--- config.mk ---
export PLATFORM = sky130hd
export DESIGN_NAME = trial_division_factorizer_flat
export DESIGN_NICKNAME = d
export VERILOG_FILES = /design/src/rtl/tdf_pkg.sv /design/src/rtl/tdf_in_if.sv /design/src/rtl/tdf_out_if.sv /design/src/rtl/tdf_div.sv /design/src/rtl/tdf_datapath.sv /design/src/rtl/tdf_ctrl.sv /design/src/rtl/trial_division_factorizer.sv /design/src/flat_wrapper.sv
export SDC_FILE = /design/constraint.sdc
export NUM_CORES = 1
export LEC_CHECK = 0
export ABC_AREA = 1
export BUFFER_PORTS_ARGS = -buffer_cell sky130_fd_sc_hd__buf_2
export CORE_MARGIN = 5
export CORE_UTILIZATION = 61
export DETAILED_ROUTE_END_ITERATION = 10
export HOLD_SLACK_MARGIN = 0.02
export PLACE_DENSITY = 0.76
export SLEW_MARGIN = 15
export SYNTH_ARGS = -nofsm -noshare
export SYNTH_HDL_FRONTEND = slang
export SYNTH_SLANG_ARGS = --single-unit
export TNS_END_PERCENT = 20
--- constraint.sdc ---
create_clock -name clk_i -period 5.83 [get_ports clk_i]
set_clock_uncertainty 0.1 [all_clocks]
set_input_delay 1.166 -clock clk_i [delete_from_list [all_inputs] [get_ports clk_i]]
set_output_delay 1.166 -clock clk_i [all_outputs]
set_load 0.01 [all_outputs]
--- src/rtl/tdf_pkg.sv ---
package tdf_pkg;

  // most factors reported for one input
  localparam int MaxResults = 48;
  localparam int CNT_W      = $clog2(MaxResults + 1);

  typedef enum logic [2:0] {
    ST_IDLE,
    ST_NONE,
    ST_START,
    ST_DIV,
    ST_EVAL,
    ST_FINISH,
    ST_FLUSH
  } state_e;

  // which divisor family is being tried
  typedef enum logic [2:0] {
    PH_TWO,
    PH_THREE,
    PH_CHK,
    PH_A,
    PH_B
  } phase_e;

  typedef enum logic [2:0] {
    X_HOLD,
    X_TWO,
    X_THREE,
    X_FIVE,
    X_ADD2,
    X_ADD4
  } x_op_e;

  typedef struct packed {
    logic  load;
    logic  div_start;
    x_op_e x_op;
    logic  push_div;
    logic  push_rem;
    logic  flush;
    logic  emit_none;
  } tdf_cmd_t;

  typedef struct packed {
    logic div_done;
    logic r_zero;
    logic q_lt_x;
    logic rem_gt1;
    logic pend_v;
    logic cap_next;
    logic out_free;
    logic value_le1;
  } tdf_status_t;

endpackage

--- src/rtl/tdf_in_if.sv ---
interface tdf_in_if #(
  parameter int WIDTH = 48
) ();
  logic             valid;
  logic             ready;
  logic [WIDTH-1:0] value;

  modport source (output valid, output value, input ready);
  modport sink (input valid, input value, output ready);
endinterface

--- src/rtl/tdf_out_if.sv ---
interface tdf_out_if #(
  parameter int WIDTH = 48
) ();
  logic             valid;
  logic             ready;
  logic [WIDTH-1:0] factor;
  logic             last;
  logic             none;

  modport source (output valid, output factor, output last, output none, input ready);
  modport sink (input valid, input factor, input last, input none, output ready);
endinterface

--- src/rtl/tdf_div.sv ---
module tdf_div #(
  parameter int WIDTH = 48,
  parameter int DW    = 26
) (
  input  logic             clk_i,
  input  logic             rst_ni,
  input  logic             start_i,
  input  logic [WIDTH-1:0] dividend_i,
  input  logic [DW-1:0]    divisor_i,
  output logic             done_o,
  output logic [WIDTH-1:0] quot_o,
  output logic [DW-1:0]    rem_o
);

  localparam int CW = $clog2(WIDTH + 1);

  logic             busy_q, busy_d;
  logic             done_q, done_d;
  logic [CW-1:0]    cnt_q, cnt_d;
  logic [WIDTH-1:0] quo_q, quo_d;
  logic [DW-1:0]    part_q, part_d;
  logic [DW:0]      trial;
  logic [DW:0]      diff;
  logic             take;

  // one quotient bit per cycle, restoring
  assign trial = {part_q, quo_q[WIDTH-1]};
  assign diff  = trial - {1'b0, divisor_i};
  assign take  = (trial >= {1'b0, divisor_i});

  always_comb begin
    busy_d = busy_q;
    cnt_d  = cnt_q;
    quo_d  = quo_q;
    part_d = part_q;
    done_d = 1'b0;
    if (start_i) begin
      busy_d = 1'b1;
      cnt_d  = CW'(WIDTH);
      quo_d  = dividend_i;
      part_d = '0;
    end else if (busy_q) begin
      quo_d  = {quo_q[WIDTH-2:0], take};
      part_d = take ? diff[DW-1:0] : trial[DW-1:0];
      cnt_d  = cnt_q - CW'(1);
      if (cnt_q == CW'(1)) begin
        busy_d = 1'b0;
        done_d = 1'b1;
      end
    end
  end

  always_ff @(posedge clk_i or negedge rst_ni) begin
    if (!rst_ni) begin
      busy_q <= 1'b0;
      done_q <= 1'b0;
      cnt_q  <= '0;
    end else begin
      busy_q <= busy_d;
      done_q <= done_d;
      cnt_q  <= cnt_d;
    end
  end

  always_ff @(posedge clk_i) begin
    quo_q  <= quo_d;
    part_q <= part_d;
  end

  assign done_o = done_q;
  assign quot_o = quo_q;
  assign rem_o  = part_q;

endmodule

--- src/rtl/tdf_datapath.sv ---
module tdf_datapath #(
  parameter int WIDTH = 48
) (
  input  logic                 clk_i,
  input  logic                 rst_ni,
  input  tdf_pkg::tdf_cmd_t    cmd_i,
  output tdf_pkg::tdf_status_t status_o,
  input  logic [WIDTH-1:0]     in_value_i,
  output logic                 out_valid_o,
  input  logic                 out_ready_i,
  output logic [WIDTH-1:0]     out_factor_o,
  output logic                 out_last_o,
  output logic                 out_none_o
);
  import tdf_pkg::*;

  // divisor width: covers sqrt of the value plus the wheel step
  localparam int DW = (WIDTH + 1) / 2 + 2;

  logic [WIDTH-1:0] rem_q, rem_d;
  logic [DW-1:0]    x_q, x_d;
  logic [WIDTH-1:0] pend_q, pend_d;
  logic             pend_v_q, pend_v_d;
  logic [CNT_W-1:0] cnt_q, cnt_d;
  logic             out_valid_q, out_valid_d;
  logic [WIDTH-1:0] out_factor_q, out_factor_d;
  logic             out_last_q, out_last_d;
  logic             out_none_q, out_none_d;

  logic             div_done;
  logic [WIDTH-1:0] div_quot;
  logic [DW-1:0]    div_rem;
  logic             push;
  logic             out_wr;
  logic             out_free;
  logic [WIDTH-1:0] x_wide;
  logic [WIDTH-1:0] new_factor;

  tdf_div #(
    .WIDTH (WIDTH),
    .DW    (DW)
  ) u_div (
    .clk_i      (clk_i),
    .rst_ni     (rst_ni),
    .start_i    (cmd_i.div_start),
    .dividend_i (rem_q),
    .divisor_i  (x_q),
    .done_o     (div_done),
    .quot_o     (div_quot),
    .rem_o      (div_rem)
  );

  assign x_wide     = {{(WIDTH - DW){1'b0}}, x_q};
  assign push       = cmd_i.push_div | cmd_i.push_rem;
  assign new_factor = cmd_i.push_rem ? rem_q : x_wide;
  assign out_free   = !out_valid_q || out_ready_i;
  // a push with a factor already held sends the held one out
  assign out_wr     = (push && pend_v_q) || cmd_i.flush || cmd_i.emit_none;

  always_comb begin
    x_d = x_q;
    unique case (cmd_i.x_op)
      X_HOLD:  x_d = x_q;
      X_TWO:   x_d = DW'(2);
      X_THREE: x_d = DW'(3);
      X_FIVE:  x_d = DW'(5);
      X_ADD2:  x_d = x_q + DW'(2);
      X_ADD4:  x_d = x_q + DW'(4);
      default: x_d = x_q;
    endcase
  end

  always_comb begin
    rem_d    = rem_q;
    pend_d   = pend_q;
    pend_v_d = pend_v_q;
    cnt_d    = cnt_q;
    if (cmd_i.load) begin
      rem_d    = in_value_i;
      pend_v_d = 1'b0;
      cnt_d    = '0;
    end else begin
      if (cmd_i.push_div) begin
        rem_d = div_quot;
      end
      if (push) begin
        pend_d   = new_factor;
        pend_v_d = 1'b1;
        cnt_d    = cnt_q + CNT_W'(1);
      end else if (cmd_i.flush) begin
        pend_v_d = 1'b0;
      end
    end
  end

  always_comb begin
    out_valid_d  = out_valid_q;
    out_factor_d = out_factor_q;
    out_last_d   = out_last_q;
    out_none_d   = out_none_q;
    if (out_wr) begin
      out_valid_d = 1'b1;
      if (cmd_i.emit_none) begin
        out_factor_d = '0;
        out_last_d   = 1'b1;
        out_none_d   = 1'b1;
      end else begin
        out_factor_d = pend_q;
        out_last_d   = cmd_i.flush;
        out_none_d   = 1'b0;
      end
    end else if (out_ready_i) begin
      out_valid_d = 1'b0;
    end
  end

  always_ff @(posedge clk_i or negedge rst_ni) begin
    if (!rst_ni) begin
      pend_v_q    <= 1'b0;
      cnt_q       <= '0;
      out_valid_q <= 1'b0;
    end else begin
      pend_v_q    <= pend_v_d;
      cnt_q       <= cnt_d;
      out_valid_q <= out_valid_d;
    end
  end

  always_ff @(posedge clk_i) begin
    rem_q        <= rem_d;
    x_q          <= x_d;
    pend_q       <= pend_d;
    out_factor_q <= out_factor_d;
    out_last_q   <= out_last_d;
    out_none_q   <= out_none_d;
  end

  assign status_o.div_done  = div_done;
  assign status_o.r_zero    = (div_rem == '0);
  assign status_o.q_lt_x    = (div_quot < x_wide);
  assign status_o.rem_gt1   = (rem_q[WIDTH-1:1] != '0);
  assign status_o.pend_v    = pend_v_q;
  assign status_o.cap_next  = (cnt_q == CNT_W'(MaxResults - 1));
  assign status_o.out_free  = out_free;
  assign status_o.value_le1 = (in_value_i[WIDTH-1:1] == '0);

  assign out_valid_o  = out_valid_q;
  assign out_factor_o = out_factor_q;
  assign out_last_o   = out_last_q;
  assign out_none_o   = out_none_q;

endmodule

--- src/rtl/tdf_ctrl.sv ---
module tdf_ctrl (
  input  logic                 clk_i,
  input  logic                 rst_ni,
  input  logic                 in_valid_i,
  output logic                 in_ready_o,
  input  tdf_pkg::tdf_status_t status_i,
  output tdf_pkg::tdf_cmd_t    cmd_o
);
  import tdf_pkg::*;

  state_e state_q, state_d;
  phase_e ph_q, ph_d;

  logic   fin;
  logic   hit;
  logic   can_push;
  x_op_e  miss_x;
  phase_e miss_ph;
  phase_e hit_ph;

  // decision on the finished division
  always_comb begin
    miss_x  = X_HOLD;
    miss_ph = ph_q;
    unique case (ph_q)
      PH_TWO: begin
        miss_x  = X_THREE;
        miss_ph = PH_THREE;
      end
      PH_THREE: begin
        miss_x  = X_FIVE;
        miss_ph = PH_CHK;
      end
      PH_CHK, PH_A: begin
        miss_x  = X_ADD2;
        miss_ph = PH_B;
      end
      PH_B: begin
        miss_x  = X_ADD4;
        miss_ph = PH_CHK;
      end
      default: begin
        miss_x  = X_HOLD;
        miss_ph = ph_q;
      end
    endcase
  end

  assign fin      = (ph_q == PH_CHK) && status_i.q_lt_x;
  assign hit      = !fin && status_i.r_zero;
  assign hit_ph   = (ph_q == PH_CHK) ? PH_A : ph_q;
  assign can_push = !status_i.pend_v || status_i.out_free;

  // next state
  always_comb begin
    state_d = state_q;
    ph_d    = ph_q;
    unique case (state_q)
      ST_IDLE: begin
        if (in_valid_i) begin
          state_d = status_i.value_le1 ? ST_NONE : ST_START;
          ph_d    = PH_TWO;
        end
      end
      ST_NONE: begin
        if (status_i.out_free) state_d = ST_IDLE;
      end
      ST_START: state_d = ST_DIV;
      ST_DIV: begin
        if (status_i.div_done) state_d = ST_EVAL;
      end
      ST_EVAL: begin
        if (fin) begin
          state_d = ST_FINISH;
        end else if (hit) begin
          if (can_push) begin
            state_d = status_i.cap_next ? ST_FLUSH : ST_START;
            ph_d    = hit_ph;
          end
        end else begin
          state_d = ST_START;
          ph_d    = miss_ph;
        end
      end
      ST_FINISH: begin
        if (!status_i.rem_gt1 || can_push) state_d = ST_FLUSH;
      end
      ST_FLUSH: begin
        if (status_i.out_free) state_d = ST_IDLE;
      end
      default: state_d = ST_IDLE;
    endcase
  end

  // commands
  always_comb begin
    cmd_o      = '0;
    cmd_o.x_op = X_HOLD;
    in_ready_o = 1'b0;
    unique case (state_q)
      ST_IDLE: begin
        in_ready_o = 1'b1;
        if (in_valid_i) begin
          cmd_o.load = 1'b1;
          cmd_o.x_op = X_TWO;
        end
      end
      ST_NONE: cmd_o.emit_none = status_i.out_free;
      ST_START: cmd_o.div_start = 1'b1;
      ST_DIV: ;
      ST_EVAL: begin
        if (hit) begin
          cmd_o.push_div = can_push;
        end else if (!fin) begin
          cmd_o.x_op = miss_x;
        end
      end
      ST_FINISH: cmd_o.push_rem = status_i.rem_gt1 && can_push;
      ST_FLUSH: cmd_o.flush = status_i.out_free;
      default: ;
    endcase
  end

  always_ff @(posedge clk_i or negedge rst_ni) begin
    if (!rst_ni) begin
      state_q <= ST_IDLE;
      ph_q    <= PH_TWO;
    end else begin
      state_q <= state_d;
      ph_q    <= ph_d;
    end
  end

endmodule

--- src/rtl/trial_division_factorizer.sv ---
// prime factorizer by trial division over the 6k-1 / 6k+1 wheel
// in_i: one beat carries the value to factor; taken only while the block is idle
// out_o: one beat per prime factor, ascending, repeats included; last marks the
//   final beat of a value; a value of 0 or 1 gives a single beat with none and
//   last set and factor 0; at most 48 beats per value, the 48th marked last
// every trial division runs through a shared restoring divider, one quotient
//   bit per cycle
// trials per value: about exponents + 3 + d_end/3, d_end being the larger of
//   the largest-but-one factor and the square root of the largest
// the next value is taken once the last beat of the previous one sits in the
//   output register
// a factor found is held one step back until the next one (or the end) shows
//   whether it is the last; a stalled receiver holds the output register and
//   the search waits only when a new factor needs that register
// reset clears the controller, the divider and the output valid; the block
//   comes up idle and ready
module trial_division_factorizer #(
  parameter int WIDTH = 48
) (
  input  logic      clk_i,
  input  logic      rst_ni,
  tdf_in_if.sink    in_i,
  tdf_out_if.source out_o
);
  import tdf_pkg::*;

  tdf_cmd_t    cmd;
  tdf_status_t status;

  // sequencer: walks divisor 2, then 3, then the wheel
  tdf_ctrl u_ctrl (
    .clk_i      (clk_i),
    .rst_ni     (rst_ni),
    .in_valid_i (in_i.valid),
    .in_ready_o (in_i.ready),
    .status_i   (status),
    .cmd_o      (cmd)
  );

  // value, divisor, held factor, divider and output register
  tdf_datapath #(
    .WIDTH (WIDTH)
  ) u_datapath (
    .clk_i        (clk_i),
    .rst_ni       (rst_ni),
    .cmd_i        (cmd),
    .status_o     (status),
    .in_value_i   (in_i.value),
    .out_valid_o  (out_o.valid),
    .out_ready_i  (out_o.ready),
    .out_factor_o (out_o.factor),
    .out_last_o   (out_o.last),
    .out_none_o   (out_o.none)
  );

endmodule

--- src/flat_wrapper.sv ---
// flat-port wrapper written by rule: the top's interface ports become plain ports
module trial_division_factorizer_flat import tdf_pkg::*;
#(
  parameter int WIDTH = 48
)
  (clk_i, rst_ni, in_i_valid, in_i_value, in_i_ready, out_o_valid, out_o_factor, out_o_last, out_o_none, out_o_ready);
  tdf_in_if #(.WIDTH(WIDTH)) in_i_i ();
  tdf_out_if #(.WIDTH(WIDTH)) out_o_i ();
  input  logic clk_i;
  input  logic rst_ni;
  input wire logic [$bits(in_i_i.valid)-1:0] in_i_valid;
  input wire logic [$bits(in_i_i.value)-1:0] in_i_value;
  output wire logic [$bits(in_i_i.ready)-1:0] in_i_ready;
  output wire logic [$bits(out_o_i.valid)-1:0] out_o_valid;
  output wire logic [$bits(out_o_i.factor)-1:0] out_o_factor;
  output wire logic [$bits(out_o_i.last)-1:0] out_o_last;
  output wire logic [$bits(out_o_i.none)-1:0] out_o_none;
  input wire logic [$bits(out_o_i.ready)-1:0] out_o_ready;
  assign in_i_i.valid = in_i_valid;
  assign in_i_i.value = in_i_value;
  assign in_i_ready = in_i_i.ready;
  assign out_o_valid = out_o_i.valid;
  assign out_o_factor = out_o_i.factor;
  assign out_o_last = out_o_i.last;
  assign out_o_none = out_o_i.none;
  assign out_o_i.ready = out_o_ready;
  trial_division_factorizer #(.WIDTH(WIDTH)) u_core (.clk_i(clk_i), .rst_ni(rst_ni), .in_i(in_i_i), .out_o(out_o_i));
endmodule
==> results.yml <==
logic_synthesis:
  synth.ff_latch_count: 268
  async_flop_share_pct: 8.21
  synth_cells: 1744
  yosysWarnings: 0
  synthesis.area_um2: 15000
  synth-edff-count: 220
  synth-seq-area-share_pct: 51.3
  syn_avg_cell_area_um2: 8.58
  ys_types: 56
  syn-num-nets: 1853
  synth_flop_cell: "edfxtp_1"
setup_path:
  arrival_ns: 3.66
  endpoint_kind: "flop"
  crit_type: "flop to flop"
  path_depth: 17
  crit_chain: "clkinv_1, ha_1, nand2_1, nand2_1, nand2_1, nand2_1, nand2_1, nand2_1, nand2_1, nand2_1, nand2_1, nand2_4, nand4_4, nand2_2, nand2_1, o21ai_4, buf_4"
  cp.required_ns: 5.91
  critPathLaunch: "u_core.u_datapath.x_q[1]$_DFFE_PP_"
  worstReg2RegStart: "u_core.u_datapath.x_q[1]$_DFFE_PP_"
  cp_max_fo: 50
  crit_family: "simple AND/OR/NAND/NOR gates"
  critical_path.max_stage_delay_ns: 0.58
  reg2reg_depth: 17
  crit_path_start_kind: "flop"
  slowest_stage: "edfxtp_1"
  cpMostUsedCell: "nand2_1"
  critical_path_buf_inv_count: 2
sta:
  final_hold_viol_count: 0
  max_slew_margin_pct: 33.3
  setup_tns_ns: 0
  finalSetupViolations: 0
  finalCritPeriodShare_pct: 61.5
  grt_setup_unrepaired: "no"
  fmax_mhz: 279
  tightest_slew_ns: 0.998
  maxSlewViolCount: 0
  fin_crit_ns: 3.58
cells_and_area:
  n_antenna_cell: 0
  drive_above_1_share_pct: 11.2
  final_cell_mix: "522 x nand2_1, 220 x edfxtp_1, 193 x inv_1, 189 x nor2_1, 103 x buf_2"
  fin_area_um2: 16600
  fin_nets: 1950
  fin_cells: 2184
  final_common_cell: "nand2_1"
  syn2layout_area_growth_pct: 11.1
pwr:
  p_leak_nw: 7.36
  vdd_drop_max_mv: 0.486
  p_per_area_nw_per_um2: 545
drt:
  wl_mm: 38.1
  avgViaCountPerCell: 5.73
  drt-pass1-iter-count: 5
  post_drt_wl_per_cell_um: 17.5
  drt_iter0_drc: 1428
  antenna_left: 0
  route.vias.total: 12500
  drc: 0
global_routing:
  antenna_found_initial: 0
  grt_overflow_total: 0
  grt_pass1_wl_mm: 61.2
  grt_max_degree: 89
  gr-usage-all-layers_pct: 26.8
  grt_pass1_vias: 12000
die:
  rows: 57
  die_area_um2: 27800
  start_util_pct: 61.7
  die_y_um: 167
  ios: 104
  core_area_um2: 24200
  die_width_um: 167
clock_network:
  cts_tree: "done"
  worstSkewPairLatency_ns: 0.55
  ctsResizeCount: 0
  ctsRootBufferMaster: "clkbuf_16"
  clock_path_buffers: 3
  postCtsHoldBufs: 0
  h-tree-depth: 1
  cts_buffers: 29
  cts_setup_buffers: 0
  path_clk_slew_ns: 0.06
  cts_sinks: 268
place:
  port_buffers: 103
  gp_congestion: 1.01
  place_hpwl_mm: 27.5
  placed_cells: 2134
  dpl_cell_area_um2: 15800
hold_path:
  hp-class: "flop to flop"
  hold_depth: 1
  hold_path.startpoint: "u_core.u_datapath.u_div.cnt_q[3]$_DFFE_PN0P_"
flow_run:
  cap_violations: 0
run_status:
  status: "finished, final reports clean"
==> worst paths after layout <==
check                                                                   end  slack [ns]
min                            u_core.u_datapath.u_div.cnt_q[3]$_DFFE_PN0P_        0.39
max                        u_core.u_datapath.out_factor_o[16]$_SDFFCE_PP0P_        2.25
max reg2reg                u_core.u_datapath.out_factor_o[16]$_SDFFCE_PP0P_        2.25
min in group asynchronous         u_core.u_datapath.out_valid_o$_DFFE_PN0P_        0.48
min reg2reg                    u_core.u_datapath.u_div.cnt_q[3]$_DFFE_PN0P_        0.39
max in group asynchronous            u_core.u_datapath.cnt_q[3]$_DFFE_PN0P_        4.80
==> worst reg2reg max path: stages, from the launching register on <==
cell      delay, ns
edfxtp_1       0.58
clkinv_1       0.38
ha_1           0.39
nand2_1        0.06
nand2_1        0.06
nand2_1        0.04
nand2_1        0.05
nand2_1        0.05
nand2_1        0.05
nand2_1        0.04
nand2_1        0.06
nand2_1        0.14
nand2_4        0.16
nand4_4        0.16
nand2_2        0.10
nand2_1        0.14
o21ai_4        0.08
buf_4          0.50
==> layer usage <==
layer  global-route usage (%)  up-vias  wire length, um
li1                         -     5990                -
met5                        0        -                0
met4                     10.1        0             1420
met2                     44.0      600            17800
met1                     36.6     5835            15900
met3                     3.65       95             2990
==> synthesized netlist by cell type (20+ instances only) <==
cell type | n | area [um^2]
a21oi_1 | 49 | 245
clkbuf_1 | 30 | 113
dfrtp_1 | 22 | 551
dfxtp_1 | 26 | 521
edfxtp_1 | 220 | 6610
ha_1 | 56 | 701
inv_1 | 193 | 724
nand2_1 | 524 | 1970
nand3_1 | 72 | 360
nand4_1 | 35 | 219
nor2_1 | 189 | 709
nor3_1 | 20 | 100
nor4_1 | 26 | 163
o21ai_0 | 95 | 475
o21ai_1 | 30 | 150
xor2_1 | 41 | 359
==> state kept, by name, indices dropped and copies added (netlist names) <==
signal and count:
u_core.u_datapath.x_q 26, u_core.u_datapath.out_last_o 1, u_core.u_datapath.u_div.cnt_q 6, u_core.u_datapath.u_div.rem_o 26, u_core.u_datapath.out_none_o 1, u_core.u_datapath.u_div.done_o 1
u_core.u_ctrl.state_q 3, u_core.u_datapath.pend_q 48, u_core.u_datapath.out_valid_o 1, u_core.u_datapath.out_factor_o 48, u_core.u_datapath.cnt_q 6, u_core.u_datapath.rem_q 48
u_core.u_datapath.u_div.busy_q 1, u_core.u_datapath.pend_v_q 1, u_core.u_datapath.u_div.quot_o 48, u_core.u_ctrl.ph_q 3
==> logic make-up (layout without fill, tap and decap cells) <==
group                      Yosys count  count (layout)  synth area share [%]
and+or+nand+nor                    903             903                  26.1
DFF                                268             268                  51.3
buffers and inverters              255             371                  6.74
AOI/OAI and AO/OA                  209             209                  7.99
adders and majority gates           57              57                  4.81
xor gates and xnor gates            52              52                  3.04
==> power by group <==
part           switching (mW)  leakage, nW  total (mW)  internal, mW
clock network           0.738        0.427        1.74         0.998
registers               0.470         2.64        3.42          2.95
logic                    2.62         4.29        3.90          1.28
==> through the flow <==
step	util (%)	worst slack, ns	hold slack (ns)	total power, mW
2_1_floorplan	-	0.454	0.348	6.25
3_3_place_gp	65.0	2.21	0.371	7.15
3_5_place_dp	65.0	2.17	0.377	7.28
4_1_cts	68.6	2.26	0.385	9.04
5_1_grt	68.6	1.92	0.400	9.74
6_report	68.6	2.25	0.388	9.06
==> final cells by class <==
cell class,count,area [um^2]
clock buffers,38,759
clock inverters,12,113
fillers,1969,7620
inverters,208,781
multi-input cells,1221,6300
flip-flops and latches,268,7680
well taps,324,405
repair buffers,113,591
Note: power is estimated with default switching activity, not from simulation.
